[config.mk]
export PLATFORM = sky130hd
export DESIGN_NAME = tepc_match_unit
export DESIGN_NICKNAME = d
export VERILOG_FILES = /design/src/hw/rtl/tepc_pkg.sv /design/src/hw/rtl/tepc_match_unit.sv
export SDC_FILE = /design/constraint.sdc
export NUM_CORES = 1
export LEC_CHECK = 0
export ABC_AREA = 0
export BUFFER_PORTS_ARGS = -buffer_cell sky130_fd_sc_hd__buf_2
export CORE_AREA = 2 2 161 123
export DETAILED_ROUTE_END_ITERATION = 6
export DIE_AREA = 0 0 163 125
export PLACE_DENSITY = 0.93
export SYNTH_ARGS = -nofsm -noshare
export SYNTH_HDL_FRONTEND = slang
export SYNTH_SLANG_ARGS = --single-unit
[constraint.sdc]
create_clock -name vclk -period 13.33
set_input_delay 1.9995 -clock vclk [all_inputs]
set_output_delay 1.9995 -clock vclk [all_outputs]
set_load 0.05 [all_outputs]
[src/hw/rtl/tepc_pkg.sv]
// shared types and constants for the timed event pair coalescer
package tepc_pkg;

  localparam int SLOTS = 128;
  localparam int IDX_W = $clog2(SLOTS);
  localparam int CNT_W = IDX_W + 1;
  localparam int WIN_W = 40;
  localparam int PADDR_W = 3;
  localparam logic [WIN_W-1:0] WIN_RESET = 40'd3000000000;
  localparam logic [PADDR_W-1:0] ADDR_WINDOW = 3'd0;

  typedef enum logic [1:0] {
    MODE_PRIMARY = 2'd0,
    MODE_AUDIT   = 2'd1,
    MODE_POLL    = 2'd2,
    MODE_CLEAR   = 2'd3
  } mode_t;

  typedef enum logic [1:0] {
    VERDICT_PASS  = 2'd0,
    VERDICT_HELD  = 2'd1,
    VERDICT_READY = 2'd2
  } verdict_t;

  typedef enum logic [2:0] {
    COMP_UNCHANGED    = 3'd0,
    COMP_NOT_EVAL     = 3'd1,
    COMP_BACKPRESSURE = 3'd2,
    COMP_CORR_MISSING = 3'd3,
    COMP_COALESCED    = 3'd4
  } comp_t;

  typedef struct packed {
    logic used;
    logic hk;
    logic hs;
    logic amb;
    logic em;
  } flag_t;

  typedef struct packed {
    logic [31:0] pid;
    logic [63:0] path;
    logic [62:0] etime;
    logic [63:0] skey;
    logic [15:0] tag;
  } kern_rec_t;

  typedef struct packed {
    logic [31:0] pid;
    logic [63:0] path;
    logic [62:0] etime;
    logic [15:0] tag;
  } sec_rec_t;

  typedef struct packed {
    logic corr;
    logic ge_in;
    logic ge_slot;
  } match_t;

  typedef struct packed {
    verdict_t    verdict;
    comp_t       comp;
    logic [15:0] ktag;
    logic [15:0] stag;
    logic        sv;
  } res_t;

endpackage

[src/hw/rtl/tepc_match_unit.sv]
// shared correlation compare for one slot record
module tepc_match_unit (
  input  logic [31:0]                   in_pid,
  input  logic [63:0]                   in_path,
  input  logic [62:0]                   in_time,
  input  logic [31:0]                   slot_pid,
  input  logic [63:0]                   slot_path,
  input  logic [62:0]                   slot_time,
  input  logic [tepc_pkg::WIN_W-1:0]    window,
  output tepc_pkg::match_t              res
);

  logic [62:0] d_is;
  logic [62:0] d_si;
  logic [62:0] absd;

  always_comb begin
    d_is = in_time - slot_time;
    d_si = slot_time - in_time;
    res.ge_in = (in_time >= slot_time);
    res.ge_slot = (slot_time >= in_time);
    absd = res.ge_in ? d_is : d_si;
    res.corr = (slot_pid != 32'd0) && (slot_pid == in_pid) && (slot_path == in_path) &&
               (slot_time != 63'd0) && (in_time != 63'd0) && (absd <= 63'(window));
  end

endmodule

# ---- After elaboration in Yosys (flattened, before gate mapping)
# Index checks and enable logic that the tools add are counted.
dict set report classes {
  add_sub_neg 2
  n_lt_le_gt_ge 3
  n_eq_ne 2
  mux 1
  n_reduce_logical 8
}
# op count
set ops {}
lappend ops {{$ge 63x63->1} 2}
lappend ops {{$reduce_bool 63->1} 2}
lappend ops {{$sub 63x63->63} 2}
lappend ops {{$eq 64x64->1} 1}
lappend ops {{$le 63x40->1} 1}
lappend ops {{$mux 63} 1}
lappend ops {{$eq 32x32->1} 1}
lappend ops {{$reduce_bool 32->1} 1}
lappend ops {{$logic_and 1x1->1} 5}
dict set report totals {
  reg_bits 0
  in_bits 358
  output_inout_bits 3
  word_cells 16
}

# ---- Logic depth before layout (Yosys ltp)
dict set report logic_depth {
  word_depth 6
  mapped_depth 29
  depth_no_buf 25
}

# ---- Worst setup path before layout
# Ideal clock, no wire load.
dict set report synth_timing {
  kind {input -> output}
  startpoint {in in_time[40]}
  endpoint {out res[2] (netlist name)}
  t_arrival_ps 7892
  required_ps 11330
  path_slack_ps 3439
  stages 27
  n_path_buf 5
  path_cell_list {inv_1 ha_1 buf_4 nand4_4 or3_4 or4_4 nor4_4 a2111oi_1 and2_4 buf_6 clkinv_8 buf_12 buf_2 buf_2 a31oi_1 xor2_1 ha_1 nor2b_1 o21ai_0 nand2b_1 a2111oi_0 o221ai_1 a31oi_1 a21oi_1 nor4_1 o2111ai_1 nor4_2}
}
# item line
set synth_rtl {}
lappend synth_rtl {{start, declared} tepc_match_unit.sv:5} ;# input logic [62:0] in_time,
lappend synth_rtl {{end, declared} tepc_match_unit.sv:10} ;# output tepc_pkg::match_t res

==> impl.org <==
** Final layout
- Clock buffer cells :: 0
- Area taken by flip-flops and latches :: 0 sq um
- Area delta synth->final :: 17.90%
- Layout sequential cell count :: 0
- Combined area of the multi-input logic cells :: 9160 sq um
- The library cell used most frequently in the layout, excluding fill and tap cells, is sky130_fd_sc_hd__buf_2.
- Fill cells in the final layout number 1828.
- Most frequent cells in the layout :: sky130_fd_sc_hd__buf_2 (361), sky130_fd_sc_hd__a21oi_1 (210), sky130_fd_sc_hd__inv_1 (186)
- At the end of the flow, the number of nets in the layout was 2406.
- Proportion of layout cells with a drive suffix above 1 :: 20.39%

** Global route
- Entering global routing, the biggest net connects 70 pins.
- Number of global-route vias before repair :: 12950
- Global-route wire length before repair :: 79530 um
- Gr ovfl total :: 0
- Across every metal layer, demand over resource in global routing totals 52.09%.
- The number of antenna violations at the first check in global routing came to 7.

** Placement
- Routability-driven placement finished with a final weighted congestion of 1.167.
- Input/output buffers :: 361
- After legalization and detailed placement, the total HPWL measured 48950 um.

** STA
- Measured against its own limit, the worst slew margin works out to 9.141%.
- Setup violations remaining at the end of the flow were counted as 0.
- The worst path needs 11320 ps of the cycle, external delays included.
- Actual transition at the worst max-transition pin :: 1350 ps
- Fin. max-slew vios :: 0
- Sum Neg Setup Slack :: 0 ps
- On the final layout, the worst hold slack is 4835 ps.
- Number of hold violations in the final report :: 0
- Based on the critical path, the design can be clocked at up to 0.08834 GHz.
- Dividing the final minimum period by the clock period gives 84.92%.
- Setup repair after global routing left no endpoint under its margin.

** Worst setup path
- Worst setup EP type :: output port
- Of all nets on the critical path, the largest fanout is 69.
- Start point of the critical path :: in_time[6]
- The worst setup path is of the input port to output port kind.
- The most critical setup path has its endpoint at res[2].
- For the worst setup path, the data required time is 11330 ps.
- STA puts the critical path data arrival time at 9320 ps.
- STA classifies the critical path startpoint as an input port.

** Clock tree
- In this run the post-CTS setup repair buffer count came out at 0.
- PostCTS Resize Cnt :: 0
- CTS hold repair buffers :: 0

** Yosys
- For this run, the number of Yosys warnings is 0.
- Sequential-to-total area share from yosys stat :: 0%
- Summing the areas of all xor and xnor instances in the mapped netlist gives 13.47% of the synthesized area.
- Synth top area share :: 20.35%
- Leading post-synthesis cells by cell area :: sky130_fd_sc_hd__ha_1 (20%), sky130_fd_sc_hd__a21oi_1 (10%), sky130_fd_sc_hd__o21ai_0 (7.2%)
- Synthesized-area fraction occupied by ao, oa, aoi and oai cells :: 31.07%
- Post-Synth Adder-Cell Area :: 20.74%
- Summing the areas of all and, or, nand and nor instances in the mapped netlist gives 22.58% of the synthesized area.
- Avg Synthesized Cell Area :: 6.451 sq um
- By area, the combinational part of the netlist is dominated by compound AO/OA/AOI/OAI gates.
- The portion of synthesized area spent on multiplexers is 1.888%.
- The synthesized netlist contains 75 unique library cells.
- Synthesis handed over a netlist of 1582 instances.
- The synthesized design spends more area on one cell type than any other, namely sky130_fd_sc_hd__ha_1.
- Post-Syn Area :: 10210 sq um
- Synthesized Nets :: 2108

** Die
- Die Area :: 20380 sq um
- In this run the vertical extent of the chip is 125 um.
- The floorplan step defined a core boundary enclosing 18990 sq um.
- Chip width :: 163 um
- Effective utilization at floorplan :: 53.74%
- 361 I/O pins were placed.
- Count of standard-cell rows :: 44

** Route
- Via-to-Cell Ratio :: 6.744
- The first TritonRoute pass finished after 7 iterations.
- Detailed router's first-iteration violation count :: 2334
- Wire length per cell after detailed routing :: 26.02 um
- Number of routed nets with antenna violations :: 0
- Via total after detailed routing :: 14410
- DR DRC count :: 4
- Wire length reported by the detailed router :: 55590 um

** Status
- The final reports fail on DRC.
- Status :: complete, but fails checks

** Worst hold path
- Class of the worst hold path :: input port to output port

** Run
- The tool flagged a number of max-cap violations equal to 0.
-- worst min-delay path by stage --
stage                        from  depth (start not counted)  endpoint  slack, ps
detailed placement  slot_time[62]                          5    res[0]       4770
CTS                 slot_time[62]                          5    res[0]       4770
floorplan           slot_time[62]                          5    res[2]       4520
global placement    slot_time[62]                          5    res[0]       4810
finish              slot_time[59]                          5    res[2]       4830
global route        slot_time[62]                          5    res[0]       4840
-- synthesized netlist by cell type, types with 9 or more instances --
cell and count:
sky130_fd_sc_hd__a31oi_1 10, sky130_fd_sc_hd__nor2_1 101, sky130_fd_sc_hd__buf_2 15, sky130_fd_sc_hd__o21ai_0 147
sky130_fd_sc_hd__a211oi_1 13, sky130_fd_sc_hd__ha_1 166, sky130_fd_sc_hd__a21o_1 27, sky130_fd_sc_hd__a21oi_1 210
sky130_fd_sc_hd__xnor2_1 83, sky130_fd_sc_hd__o31ai_1 9, sky130_fd_sc_hd__o21bai_1 24, sky130_fd_sc_hd__xor2_1 74
sky130_fd_sc_hd__nor4_1 61, sky130_fd_sc_hd__nor3_1 22, sky130_fd_sc_hd__and4_1 13, sky130_fd_sc_hd__o211ai_1 13
sky130_fd_sc_hd__mux2i_1 17, sky130_fd_sc_hd__nand2_1 122, sky130_fd_sc_hd__inv_1 186, sky130_fd_sc_hd__nor2b_1 9
sky130_fd_sc_hd__a221oi_1 10, sky130_fd_sc_hd__clkbuf_1 43, sky130_fd_sc_hd__nand3_1 20, sky130_fd_sc_hd__nand4_1 61
-- critical path: stages --
cell,delay (ps)
sky130_fd_sc_hd__buf_2,120
sky130_fd_sc_hd__inv_1,50
sky130_fd_sc_hd__ha_1,410
sky130_fd_sc_hd__a21oi_1,310
sky130_fd_sc_hd__o221ai_1,220
sky130_fd_sc_hd__and2_1,200
sky130_fd_sc_hd__a211oi_1,760
sky130_fd_sc_hd__o41a_1,260
sky130_fd_sc_hd__and2_4,570
sky130_fd_sc_hd__clkinv_8,420
sky130_fd_sc_hd__a221o_1,510
sky130_fd_sc_hd__a221oi_2,430
sky130_fd_sc_hd__o221ai_1,220
sky130_fd_sc_hd__xor2_1,170
sky130_fd_sc_hd__ha_1,310
sky130_fd_sc_hd__and3_1,180
sky130_fd_sc_hd__a2111oi_0,360
sky130_fd_sc_hd__o21ai_0,180
sky130_fd_sc_hd__a31oi_1,170
sky130_fd_sc_hd__a21oi_1,150
sky130_fd_sc_hd__nor4_1,340
sky130_fd_sc_hd__o2111ai_1,180
sky130_fd_sc_hd__nor4_2,370
sky130_fd_sc_hd__buf_2,330
-- per-layer routing --
metal | GRT usage, % | vias up | wire [um]
li1 | - | 6292 | -
met1 | 67.16 | 6593 | 20850
met2 | 68.47 | 1279 | 20060
met3 | 31.29 | 233 | 11140
met4 | 22.70 | 8 | 3480
met5 | 0 | - | 58
-- area by class of cell --
| type | instances | share of cell area [%] |
|---|---|---|
| inverter | 187 | 5.937 |
| multi-input combinational | 1327 | 76.13 |
| antenna | 5 | 0.1040 |
| tap | 253 | 2.631 |
| timing repair buffer | 364 | 15.20 |
-- metrics by stage --
step | instance area [sq um] | utilization (%) | instances | setup slack (ps)
final | 12030 | 63.35 | 2136 | 2010
after global placement | 12020 | 63.29 | 2131 | 2648
after floorplan | 10210 | - | 1582 | 3439
after global routing | 12020 | 63.30 | 2132 | 1618
after CTS | 12020 | 63.29 | 2131 | 2444
after detailed placement | 12020 | 63.29 | 2131 | 2450
-- kinds of logic after synthesis --
group | count (synthesis)
AO/OA/AOI/OAI | 532
AND/OR/NAND/NOR | 451
buffers and inverters | 255
adder cells (fa/ha/maj) | 168
XOR/XNOR | 157
multiplexers | 19
