[config.mk]
export PLATFORM = sky130hd
export DESIGN_NAME = tepc_cfg_regs
export DESIGN_NICKNAME = d
export VERILOG_FILES = /design/src/hw/rtl/tepc_pkg.sv /design/src/hw/rtl/tepc_cfg_regs.sv
export SDC_FILE = /design/constraint.sdc
export NUM_CORES = 1
export LEC_CHECK = 0
export BUFFER_PORTS_ARGS = -buffer_cell sky130_fd_sc_hd__buf_2
export CORE_ASPECT_RATIO = 0.5
export CORE_UTILIZATION = 43
export DETAILED_ROUTE_END_ITERATION = 8
export PLACE_DENSITY_LB_ADDON = 0.05
export SYNTH_ARGS = -nofsm -noshare
export SYNTH_HDL_FRONTEND = slang
export SYNTH_SLANG_ARGS = --single-unit
[constraint.sdc]
create_clock -name clk -period 2.8 [get_ports clk]
set_clock_uncertainty 0.15 [all_clocks]
set_input_delay 0.56 -clock clk [delete_from_list [all_inputs] [get_ports clk]]
set_output_delay 0.56 -clock clk [all_outputs]
set_load 0.02 [all_outputs]
[src/hw/rtl/tepc_pkg.sv]
// shared types and constants for the timed event pair coalescer
package tepc_pkg;

  localparam int SLOTS = 128;
  localparam int IDX_W = $clog2(SLOTS);
  localparam int CNT_W = IDX_W + 1;
  localparam int WIN_W = 40;
  localparam int PADDR_W = 3;
  localparam logic [WIN_W-1:0] WIN_RESET = 40'd3000000000;
  localparam logic [PADDR_W-1:0] ADDR_WINDOW = 3'd0;

  typedef enum logic [1:0] {
    MODE_PRIMARY = 2'd0,
    MODE_AUDIT   = 2'd1,
    MODE_POLL    = 2'd2,
    MODE_CLEAR   = 2'd3
  } mode_t;

  typedef enum logic [1:0] {
    VERDICT_PASS  = 2'd0,
    VERDICT_HELD  = 2'd1,
    VERDICT_READY = 2'd2
  } verdict_t;

  typedef enum logic [2:0] {
    COMP_UNCHANGED    = 3'd0,
    COMP_NOT_EVAL     = 3'd1,
    COMP_BACKPRESSURE = 3'd2,
    COMP_CORR_MISSING = 3'd3,
    COMP_COALESCED    = 3'd4
  } comp_t;

  typedef struct packed {
    logic used;
    logic hk;
    logic hs;
    logic amb;
    logic em;
  } flag_t;

  typedef struct packed {
    logic [31:0] pid;
    logic [63:0] path;
    logic [62:0] etime;
    logic [63:0] skey;
    logic [15:0] tag;
  } kern_rec_t;

  typedef struct packed {
    logic [31:0] pid;
    logic [63:0] path;
    logic [62:0] etime;
    logic [15:0] tag;
  } sec_rec_t;

  typedef struct packed {
    logic corr;
    logic ge_in;
    logic ge_slot;
  } match_t;

  typedef struct packed {
    verdict_t    verdict;
    comp_t       comp;
    logic [15:0] ktag;
    logic [15:0] stag;
    logic        sv;
  } res_t;

endpackage

[src/hw/rtl/tepc_cfg_regs.sv]
// apb window register
module tepc_cfg_regs (
  input  logic                        clk,
  input  logic                        rst,
  input  logic                        psel,
  input  logic                        penable,
  input  logic                        pwrite,
  input  logic [tepc_pkg::PADDR_W-1:0] paddr,
  input  logic [63:0]                 pwdata,
  output logic [63:0]                 prdata,
  output logic                        pready,
  output logic [tepc_pkg::WIN_W-1:0]  window
);

  always_ff @(posedge clk) begin
    if (rst) begin
      window <= tepc_pkg::WIN_RESET;
    end else if (psel && penable && pwrite && paddr == tepc_pkg::ADDR_WINDOW) begin
      window <= pwdata[tepc_pkg::WIN_W-1:0];
    end
  end

  assign prdata = (paddr == tepc_pkg::ADDR_WINDOW) ? 64'(window) : 64'd0;
  assign pready = 1'b1;

endmodule

Yosys cells after proc, flatten, opt, wreduce, memory -nomap -nowiden
Index checks and enable logic that the tools add are counted.
Widths: inputs -> output; s select.

word-level totals
  register bits = 40
  bits in latches = 0
  RAM bits = 0
  bits in read-only memories = 0
  output and inout port bits = 105
  memories = 0

operators by class
  add/subtract/negate cells = 0
  multipliers = 0
  divide/modulo/power cells = 0
  $lt $le $gt $ge = 0
  equal/unequal tests = 0
  shifts and indexed selects = 0
  muxes and demuxes = 1
  bitwise logic cells = 0
  reduce and logical (&&, ||, !) cells = 4

operators by type and width
  cell               number
  $mux 40            1
  $logic_and 1x1->1  3
  $logic_not 3->1    1

Logic depth before layout (Yosys ltp)
Gate-level depths: netlist of the first run.

  word-level depth = 3
  depth in mapped cells = 5

Worst setup path before layout of the first run
OpenSTA, ideal clock, no wires.

  kind = in2out
  from = input paddr[1] (netlist bit)
  to = output prdata[0]
  arrival = 1.286 ns
  path slack = 0.804 ns
  stages on the path = 3
  buffers on the path = 1
  cells stage by stage = nor3_2 clkbuf_1 and2_1

between the ends
  word-level cells in the longest chain between the ends = 2

ends and longest elaborated chain
  element          RTL line             RTL
  from (decl)      tepc_cfg_regs.sv:8   input logic [tepc_pkg::PADDR_W-1:0] paddr,
  $logic_not 3->1  tepc_cfg_regs.sv:23  assign prdata = (paddr == tepc_pkg::ADDR_WINDOW) ? 64'(window) : 64'd0;
  $mux 40          tepc_cfg_regs.sv:23
  to (decl)        tepc_cfg_regs.sv:10  output logic [63:0] prdata,

No other way between the ends.

Worst setup path in the final report of the first run
  from = input paddr[1] (netlist bit)
  to = output prdata[19]

The elaborated chain is that of the path after synthesis.

==> results of run 1 <==
[kinds of logic (layout without fill, tap and decap cells)]
family / count (synthesis) / in the layout
buf+inv: 43 / 141
flops: 40 / 40
mux: 40 / 40
other cells: 2 / 25
simple gates: 122 / 122
[worst min-delay path, delay by kind of cell (launching register included)]
kind / cells / cell delay, ns
simple gates: 1 / 0.06
flops: 1 / 0.32
mux: 1 / 0.05
[worst max path at each step]
stage	endpoint	start
3_5_place_dp	window[15]	paddr[1]
4_1_cts	prdata[19]	paddr[1]
5_1_grt	prdata[27]	paddr[1]
3_3_place_gp	window[9]	paddr[1]
2_1_floorplan	prdata[0]	paddr[1]
6_report	prdata[19]	paddr[1]
[synthesized netlist by cell type, drive strengths merged]
cell and n:
buf 30, dfxtp 40, clkbuf 13, nand2b 56
conb 2, and2 40, mux2i 40, and4 1
nor3 1, nor2 24
[per-layer routing]
| layer | global-route usage | wire, µm | vias to the layer above | part of all wire |
|---|---|---|---|---|
| li1 | - | - | 954 | - |
| met1 | 0.172 | 1970 | 875 | 0.43 |
| met2 | 0.304 | 2290 | 76 | 0.50 |
| met3 | 0.0480 | 329 | 2 | 0.071 |
| met4 | 0.0357 | 25 | 0 | 0.0054 |
| met5 | 0 | 0 | - | 0 |
[where the power goes]
part | total, mW | switching [mW] | internal (mW)
Combinational | 0.151 | 0.0892 | 0.0618
Clock | 0.454 | 0.189 | 0.265
Sequential | 0.575 | 0.00277 | 0.573
[per-stage QoR]
stage | worst slack [ns] | utilization | hold WS [ns] | instances | power (mW)
2_1_floorplan | 0.804 | - | 0.404 | 270 | 0.715
3_5_place_dp | 0.544 | 0.561 | 0.323 | 430 | 0.741
6_report | 0.629 | 0.583 | 0.335 | 438 | 1.18
3_3_place_gp | 0.578 | 0.561 | 0.315 | 430 | 0.737
5_1_grt | 0.592 | 0.583 | 0.351 | 438 | 1.24
4_1_cts | 0.635 | 0.583 | 0.340 | 438 | 1.20
[cell type report]
class | instances | share of cell area
Multi-Input combinational cell | 187 | 0.418
Sequential cell | 40 | 0.276
Timing Repair Buffer | 133 | 0.239
Tap cell | 70 | 0.0302
Clock buffer | 6 | 0.0250
Clock inverter | 2 | 0.0121
==> results.json, run 1 <==
{
  "status": "complete, no violations",
  "die_y_um": 53.2,
  "synth-seq-cells": 40,
  "first_pass_iters": 3,
  "grt_pass1_vias": 1504,
  "hold_viol": 0,
  "crit_top_cell": "buf_2",
  "reg_top3": "window x40",
  "placed_area_mm2": 0.00279,
  "cp.required_ns": 2.09,
  "wire_per_inst_um": 10.5,
  "finalCritPeriodShare": 0.775,
  "via_count": 1907,
  "ir_drop_mv": 0.238,
  "ant_nets": 0,
  "finalInstanceArea_mm2": 0.00290,
  "port_buffers": 127,
  "crit_path_max_incr_delay_ns": 0.26,
  "initial_core_util": 0.453,
  "endpoint_kind": "output port",
  "place_hpwl_mm": 3.39,
  "tns_ns": 0,
  "synth_compound_area_frac": 0,
  "die_x_um": 104,
  "yosys-mux-area-fraction": 0.177,
  "drcViolationCount": 0,
  "multi_input_area_mm2": 0.00121,
  "post_cts_buffers": 0,
  "power_density_mw_per_mm2": 407,
  "largest_register_ffs": 40,
  "syn_to_final_growth_pct": 28.5,
  "hold_buffers": 0,
  "crit_type": "in2out",
  "reg2reg_depth": 2,
  "crit_family": "buffers and inverters",
  "drt_wl_total_mm": 4.61,
  "synth_top_family_by_area": "simple AND/OR/NAND/NOR gates",
  "yosysSeqAreaShare": 0.355,
  "hold_end": "window[27]",
  "grt_overflow": 0,
  "vias_per_cell": 4.35,
  "std_cell_rows": 18,
  "synthSimpleGateAreaFrac": 0.315,
  "period_minus_slack_ns": 2.17,
  "insertion_delay_ns": 0.28,
  "fillers": 490,
  "grt_max_degree": 73,
  "crit_cells": 5,
  "cp_max_fo": 24,
  "synth.lib_cells_used.distinct": 11,
  "netlist_area_mm2": 0.00226,
  "holdCritStartpoint": "window[27]",
  "cts_buffer_depth": 2,
  "grt.total_usage": 0.156,
  "synth_xor_area_frac": 0,
  "final_common_cell": "buf_2",
  "nNetsFinal": 439,
  "yosysWarnings": 0,
  "seq_area_um2": 801,
  "first_iter_violations": 34,
  "cap_violations": 0,
  "postSynthAreaPerCell_um2": 9.14,
  "gp_congestion": 0.705,
  "io_pins": 177,
  "reg2reg_setup_slack_ns": 2.01,
  "yosysTopAreaCellShare": 0.355,
  "maxSlewViolCount": 0,
  "fmax_mhz": 461,
  "tightest_slew_ns": 0.908,
  "htree_levels": 2,
  "n_antenna_cell": 0,
  "drive_gt1_frac": 0.386,
  "worstPathArrival_ns": 1.46,
  "path_clk_slew_ns": 0.07,
  "cts_made_buffers": 5,
  "crit_chain": "buf_2 > nor3_4 > buf_4 > and2_1 > buf_2",
  "synthCells": 247,
  "grt_pass1_wl_mm": 6.79,
  "hold_class": "reg2reg",
  "critical_path.slowest_cell": "buf_4",
  "cts_resized": 0,
  "fp.coreArea_mm2": 0.00498,
  "top_register": "window",
  "die_area_mm2": 0.00556,
  "cts_tree": "yes",
  "layout_common_cells": "buf_2, nand2b_1, and2_1, mux2i_1, dfxtp_1",
  "crit-reg2reg-launch": "window[25]",
  "rsz0062_at_grt": "false",
  "worstReg2RegEnd": "window[25]",
  "numClockSinks": 40,
  "worst-path-buf-inv": 3,
  "cp-start-kind": "input port",
  "p_leak_nw": 1.42,
  "whs_path_depth": 2,
  "setup_viol": 0,
  "ys_top_cells_by_area": "dfxtp_1, mux2i_1, nand2b_1",
  "antenna_found_initial": 0,
  "slew_headroom": 0.394,
  "clockRootBuffer": "clkbuf_8",
  "synth_fa_ha_area_frac": 0,
  "synth_area_leader_cell": "dfxtp_1"
}
(Power assumes the default switching activity.)
==> run 2, diff against run 1 <==
--- a/config.mk
+++ b/config.mk
@@ -7,7 +7,7 @@
 export LEC_CHECK = 0
 export BUFFER_PORTS_ARGS = -buffer_cell sky130_fd_sc_hd__buf_2
 export CORE_ASPECT_RATIO = 0.5
-export CORE_UTILIZATION = 43
+export CORE_UTILIZATION = 40
 export DETAILED_ROUTE_END_ITERATION = 8
 export PLACE_DENSITY_LB_ADDON = 0.05
 export SYNTH_ARGS = -nofsm -noshare
==> constraint.sdc (replaced) <==
create_clock -name clk -period 2 [get_ports clk]
set_clock_uncertainty 0.15 [all_clocks]
set_input_delay 0.4 -clock clk [delete_from_list [all_inputs] [get_ports clk]]
set_output_delay 0.4 -clock clk [all_outputs]
set_load 0.02 [all_outputs]
==> results.json, run 2 (synthesis gave the netlist of run 1 again) <==
{
  "pwr-share-seq": 0.421,
  "first_iter_violations": 58,
  "endpoint_kind": "output port",
  "worst-path-buf-inv": 3,
  "instances_no_fill": 438,
  "initial_core_util": 0.436,
  "drcViolationCount": 0,
  "clockRootBuffer": "clkbuf_16",
  "finalCritPeriodShare": 0.915,
  "grt_overflow": 0,
  "path_clk_slew_ns": 0.06,
  "htree_levels": 2,
  "place_inst": 430,
  "top_register": "window",
  "grt_max_degree": 81,
  "hold_buffers": 0,
  "via_count": 1889,
  "nNetsFinal": 439,
  "rsz0062_at_grt": "false",
  "whs_path_depth": 3,
  "internal-power_mw": 1.48,
  "fp.coreArea_mm2": 0.00518,
  "reg2reg_depth": 2,
  "worst_slack_ns": 0.169,
  "crit_chain": "buf_2 > nor3_4 > buf_4 > and2_1 > buf_2",
  "n_antenna_cell": 0,
  "vias_per_cell": 4.31,
  "crit_path_max_incr_delay_ns": 0.24,
  "grt_pass1_wl_mm": 7.07,
  "power_frac_clock": 0.467,
  "drive_gt1_frac": 0.389,
  "std_cell_rows": 18,
  "layout_common_cells": "buf_2, nand2b_1, and2_1, mux2i_1, dfxtp_1",
  "critical_path.slowest_cell": "nor3_4",
  "cts_resized": 0,
  "period_minus_slack_ns": 1.83,
  "ir_drop_mv": 0.325,
  "die_x_um": 108,
  "cp_max_fo": 15,
  "switching_share": 0.229,
  "die_area_mm2": 0.00597,
  "largest_register_ffs": 40,
  "port_buffers": 127,
  "syn_to_final_growth_pct": 31.8,
  "hold_end": "window[37]",
  "cts_buffer_depth": 2,
  "die_y_um": 55.1,
  "tns_ns": 0,
  "reg2reg_setup_slack_ns": 1.22,
  "fmax_mhz": 546,
  "ant_nets": 0,
  "drt_wl_total_mm": 4.71,
  "gp_congestion": 0.709,
  "timing.hold.ws_ns": 0.228,
  "pwr-share-comb": 0.112,
  "grt_pass1_vias": 1551,
  "p_switching_uw": 438,
  "setup_viol": 0,
  "hold_class": "in2reg",
  "hold_viol": 0,
  "crit-reg2reg-launch": "window[11]",
  "place_hpwl_mm": 3.49,
  "wire_per_inst_um": 10.7,
  "crit_family": "buffers and inverters",
  "io_pins": 177,
  "numClockSinks": 40,
  "fillers": 496,
  "cap_violations": 0,
  "holdCritStartpoint": "pwdata[37]",
  "grt.total_usage": 0.156,
  "worstReg2RegEnd": "window[11]",
  "cp.required_ns": 1.45,
  "cts_tree": "yes",
  "final_common_cell": "buf_2",
  "status": "complete, no violations",
  "antenna_found_initial": 0,
  "post_cts_buffers": 0,
  "p_leak_nw": 1.44,
  "cp-start-kind": "input port",
  "crit_top_cell": "buf_2",
  "insertion_delay_ns": 0.27,
  "maxSlewViolCount": 0,
  "first_pass_iters": 4,
  "cts_made_buffers": 5,
  "crit_type": "in2out",
  "reg_top3": "window x40",
  "multi_input_area_mm2": 0.00121,
  "power_density_mw_per_mm2": 644,
  "worstPathArrival_ns": 1.28,
  "seq_area_um2": 801,
  "place_ws_ns": 0.155
}
==> run 2: cell count changes in the layout (fill, tap and decap cells not counted), sizes merged <==
| cell | previous run | this run |
|---|---|---|
| clkbuf | 6 | 5 |
| clkinvlp | 0 | 1 |
==> run 2: cell type report <==
cell class | count | share of cell area
clock buffer | 5 | 0.0421
tap | 70 | 0.0294
multi-input combinational | 187 | 0.408
sequential | 40 | 0.269
clock inverter | 3 | 0.0143
timing repair buffer | 133 | 0.237
==> run 2: worst register-to-register path, cell delays in order (launching register included) <==
cell	delay (ns)
dfxtp_1	0.32
nor2_1	0.12
mux2i_1	0.08
==> run 2: metrics by stage <==
stage	cell area, µm²	utilization	total power, mW
CTS	2970	0.574	1.94
detailed placement	2810	0.542	1.04
global route	2970	0.574	2.00
finish	2970	0.574	1.91
global placement	2810	0.542	1.04
floorplan	2340	-	1.00
==> run 2: power groups by stage <==
stage	registers, mW	clock network (mW)	logic [mW]
floorplan	0.831	0	0.170
global placement	0.824	0	0.213
detailed placement	0.824	0	0.215
CTS	0.807	0.921	0.216
global route	0.807	0.952	0.236
finish	0.807	0.893	0.214
==> run 2: worst max-delay path by stage <==
stage	startpoint	end	slack (ns)	cells after the start
after floorplan	paddr[1]	prdata[0]	0.32	3
after global placement	paddr[1]	prdata[21]	0.16	5
after detailed placement	paddr[1]	prdata[24]	0.16	5
after CTS	paddr[1]	prdata[32]	0.15	5
after global routing	paddr[1]	prdata[32]	0.08	5
final	paddr[1]	prdata[1]	0.17	5
==> run 2: metal layers <==
metal,vias up,GRT usage,part of all wire
li1,962,-,-
met4,0,0.0525,0.0072
met2,84,0.277,0.48
met3,2,0.0515,0.086
met5,-,0,0
met1,841,0.183,0.43
==> run 3, diff against run 2 <==
==> constraint.sdc (replaced) <==
create_clock -name clk -period 2.1 [get_ports clk]
set_clock_uncertainty 0.15 [all_clocks]
set_input_delay 0.42 -clock clk [delete_from_list [all_inputs] [get_ports clk]]
set_output_delay 0.42 -clock clk [all_outputs]
set_load 0.02 [all_outputs]
==> results.json, run 3 (synthesis gave the netlist of run 1 again) <==
{
  "endpoint_kind": "output port",
  "syn_to_final_growth_pct": 29.9,
  "insertion_delay_ns": 0.27,
  "hold_class": "in2reg",
  "path_clk_slew_ns": 0.06,
  "grt_overflow": 0,
  "io_pins": 177,
  "p_switching_uw": 401,
  "place_hpwl_mm": 3.47,
  "power_density_mw_per_mm2": 573,
  "cp-start-kind": "input port",
  "grt_pass1_vias": 1609,
  "fillers": 489,
  "internal-power_mw": 1.28,
  "gp_congestion": 0.716,
  "setup_viol": 0,
  "layout_common_cells": "buf_2, nand2b_1, and2_1, mux2i_1, dfxtp_1",
  "cap_violations": 0,
  "grt_max_degree": 81,
  "switching_share": 0.239,
  "worstPathArrival_ns": 1.27,
  "die_area_mm2": 0.00597,
  "port_buffers": 127,
  "fp.coreArea_mm2": 0.00518,
  "via_count": 1879,
  "wire_per_inst_um": 10.8,
  "pwr-share-comb": 0.121,
  "grt_pass1_wl_mm": 7.23,
  "hold_buffers": 0,
  "n_antenna_cell": 0,
  "reg_top3": "window x40",
  "crit_type": "in2out",
  "top_register": "window",
  "vias_per_cell": 4.31,
  "antenna_found_initial": 0,
  "fmax_mhz": 543,
  "numClockSinks": 40,
  "cp.required_ns": 1.53,
  "post_cts_buffers": 0,
  "maxSlewViolCount": 0,
  "final_common_cell": "buf_2",
  "ant_nets": 0,
  "first_pass_iters": 4,
  "drt_wl_total_mm": 4.73,
  "first_iter_violations": 58,
  "std_cell_rows": 18,
  "drcViolationCount": 0,
  "cp_max_fo": 15,
  "cts_tree": "yes",
  "grt.total_usage": 0.161,
  "die_y_um": 55.1,
  "cts_made_buffers": 5,
  "tns_ns": 0,
  "initial_core_util": 0.436,
  "period_minus_slack_ns": 1.84,
  "hold_viol": 0,
  "pwr-share-seq": 0.457,
  "drive_gt1_frac": 0.383,
  "rsz0062_at_grt": "false",
  "nNetsFinal": 438,
  "final_core_util": 0.566,
  "cts_buffer_depth": 2,
  "clockRootBuffer": "clkbuf_16",
  "htree_levels": 2,
  "die_x_um": 108,
  "power_frac_clock": 0.422,
  "finalCritPeriodShare": 0.877,
  "p_leak_nw": 1.43,
  "ir_drop_mv": 0.317,
  "largest_register_ffs": 40,
  "cts_resized": 0,
  "status": "complete, no violations"
}
[run 3: layout make-up]
class	count	area, µm²	area share
Sequential cell	40	801	0.273
Timing Repair Buffer	132	698	0.238
Clock buffer	6	129	0.0439
Clock inverter	1	5.00	0.00171
Multi-Input combinational cell	187	1210	0.413
Tap cell	70	87.6	0.0299
[run 3: worst paths after layout]
path,start,endpoint,slack [ns],depth (start not counted)
max,paddr[1],prdata[34],0.26,5
min,pwdata[37],window[37],0.25,3
max reg2reg,window[9],window[9],1.31,2
min reg2reg,window[2],window[2],0.33,2
[run 3: power by group through the flow]
| stage | logic (mW) | registers (mW) | clock network, mW |
|---|---|---|---|
| finish | 0.203 | 0.769 | 0.709 |
| global placement | 0.202 | 0.785 | 0 |
| CTS | 0.206 | 0.768 | 0.732 |
| floorplan | 0.162 | 0.792 | 0 |
| global route | 0.225 | 0.769 | 0.766 |
| detailed placement | 0.205 | 0.785 | 0 |
[run 3: critical path, cell delays in order]
cell and delay, ns:
buf_2 0.11, nor3_4 0.23, buf_4 0.21, and2_1 0.14, buf_2 0.16
[run 3: stage by stage]
stage	setup slack, ns	hold slack [ns]	instance area [µm²]	std cells	total power [mW]
finish	0.259	0.249	2930	436	1.68
global placement	0.227	0.315	2800	429	0.987
CTS	0.235	0.245	2930	436	1.71
global route	0.157	0.255	2930	436	1.76
detailed placement	0.239	0.319	2800	429	0.991
floorplan	0.384	0.404	2340	270	0.954
[run 3: layer usage]
metal	share of wire	GRT usage	up-vias
li1	-	-	956
met2	0.50	0.312	81
met3	0.084	0.0609	2
met5	0	0	-
met1	0.42	0.173	840
met4	0.0036	0.0342	0
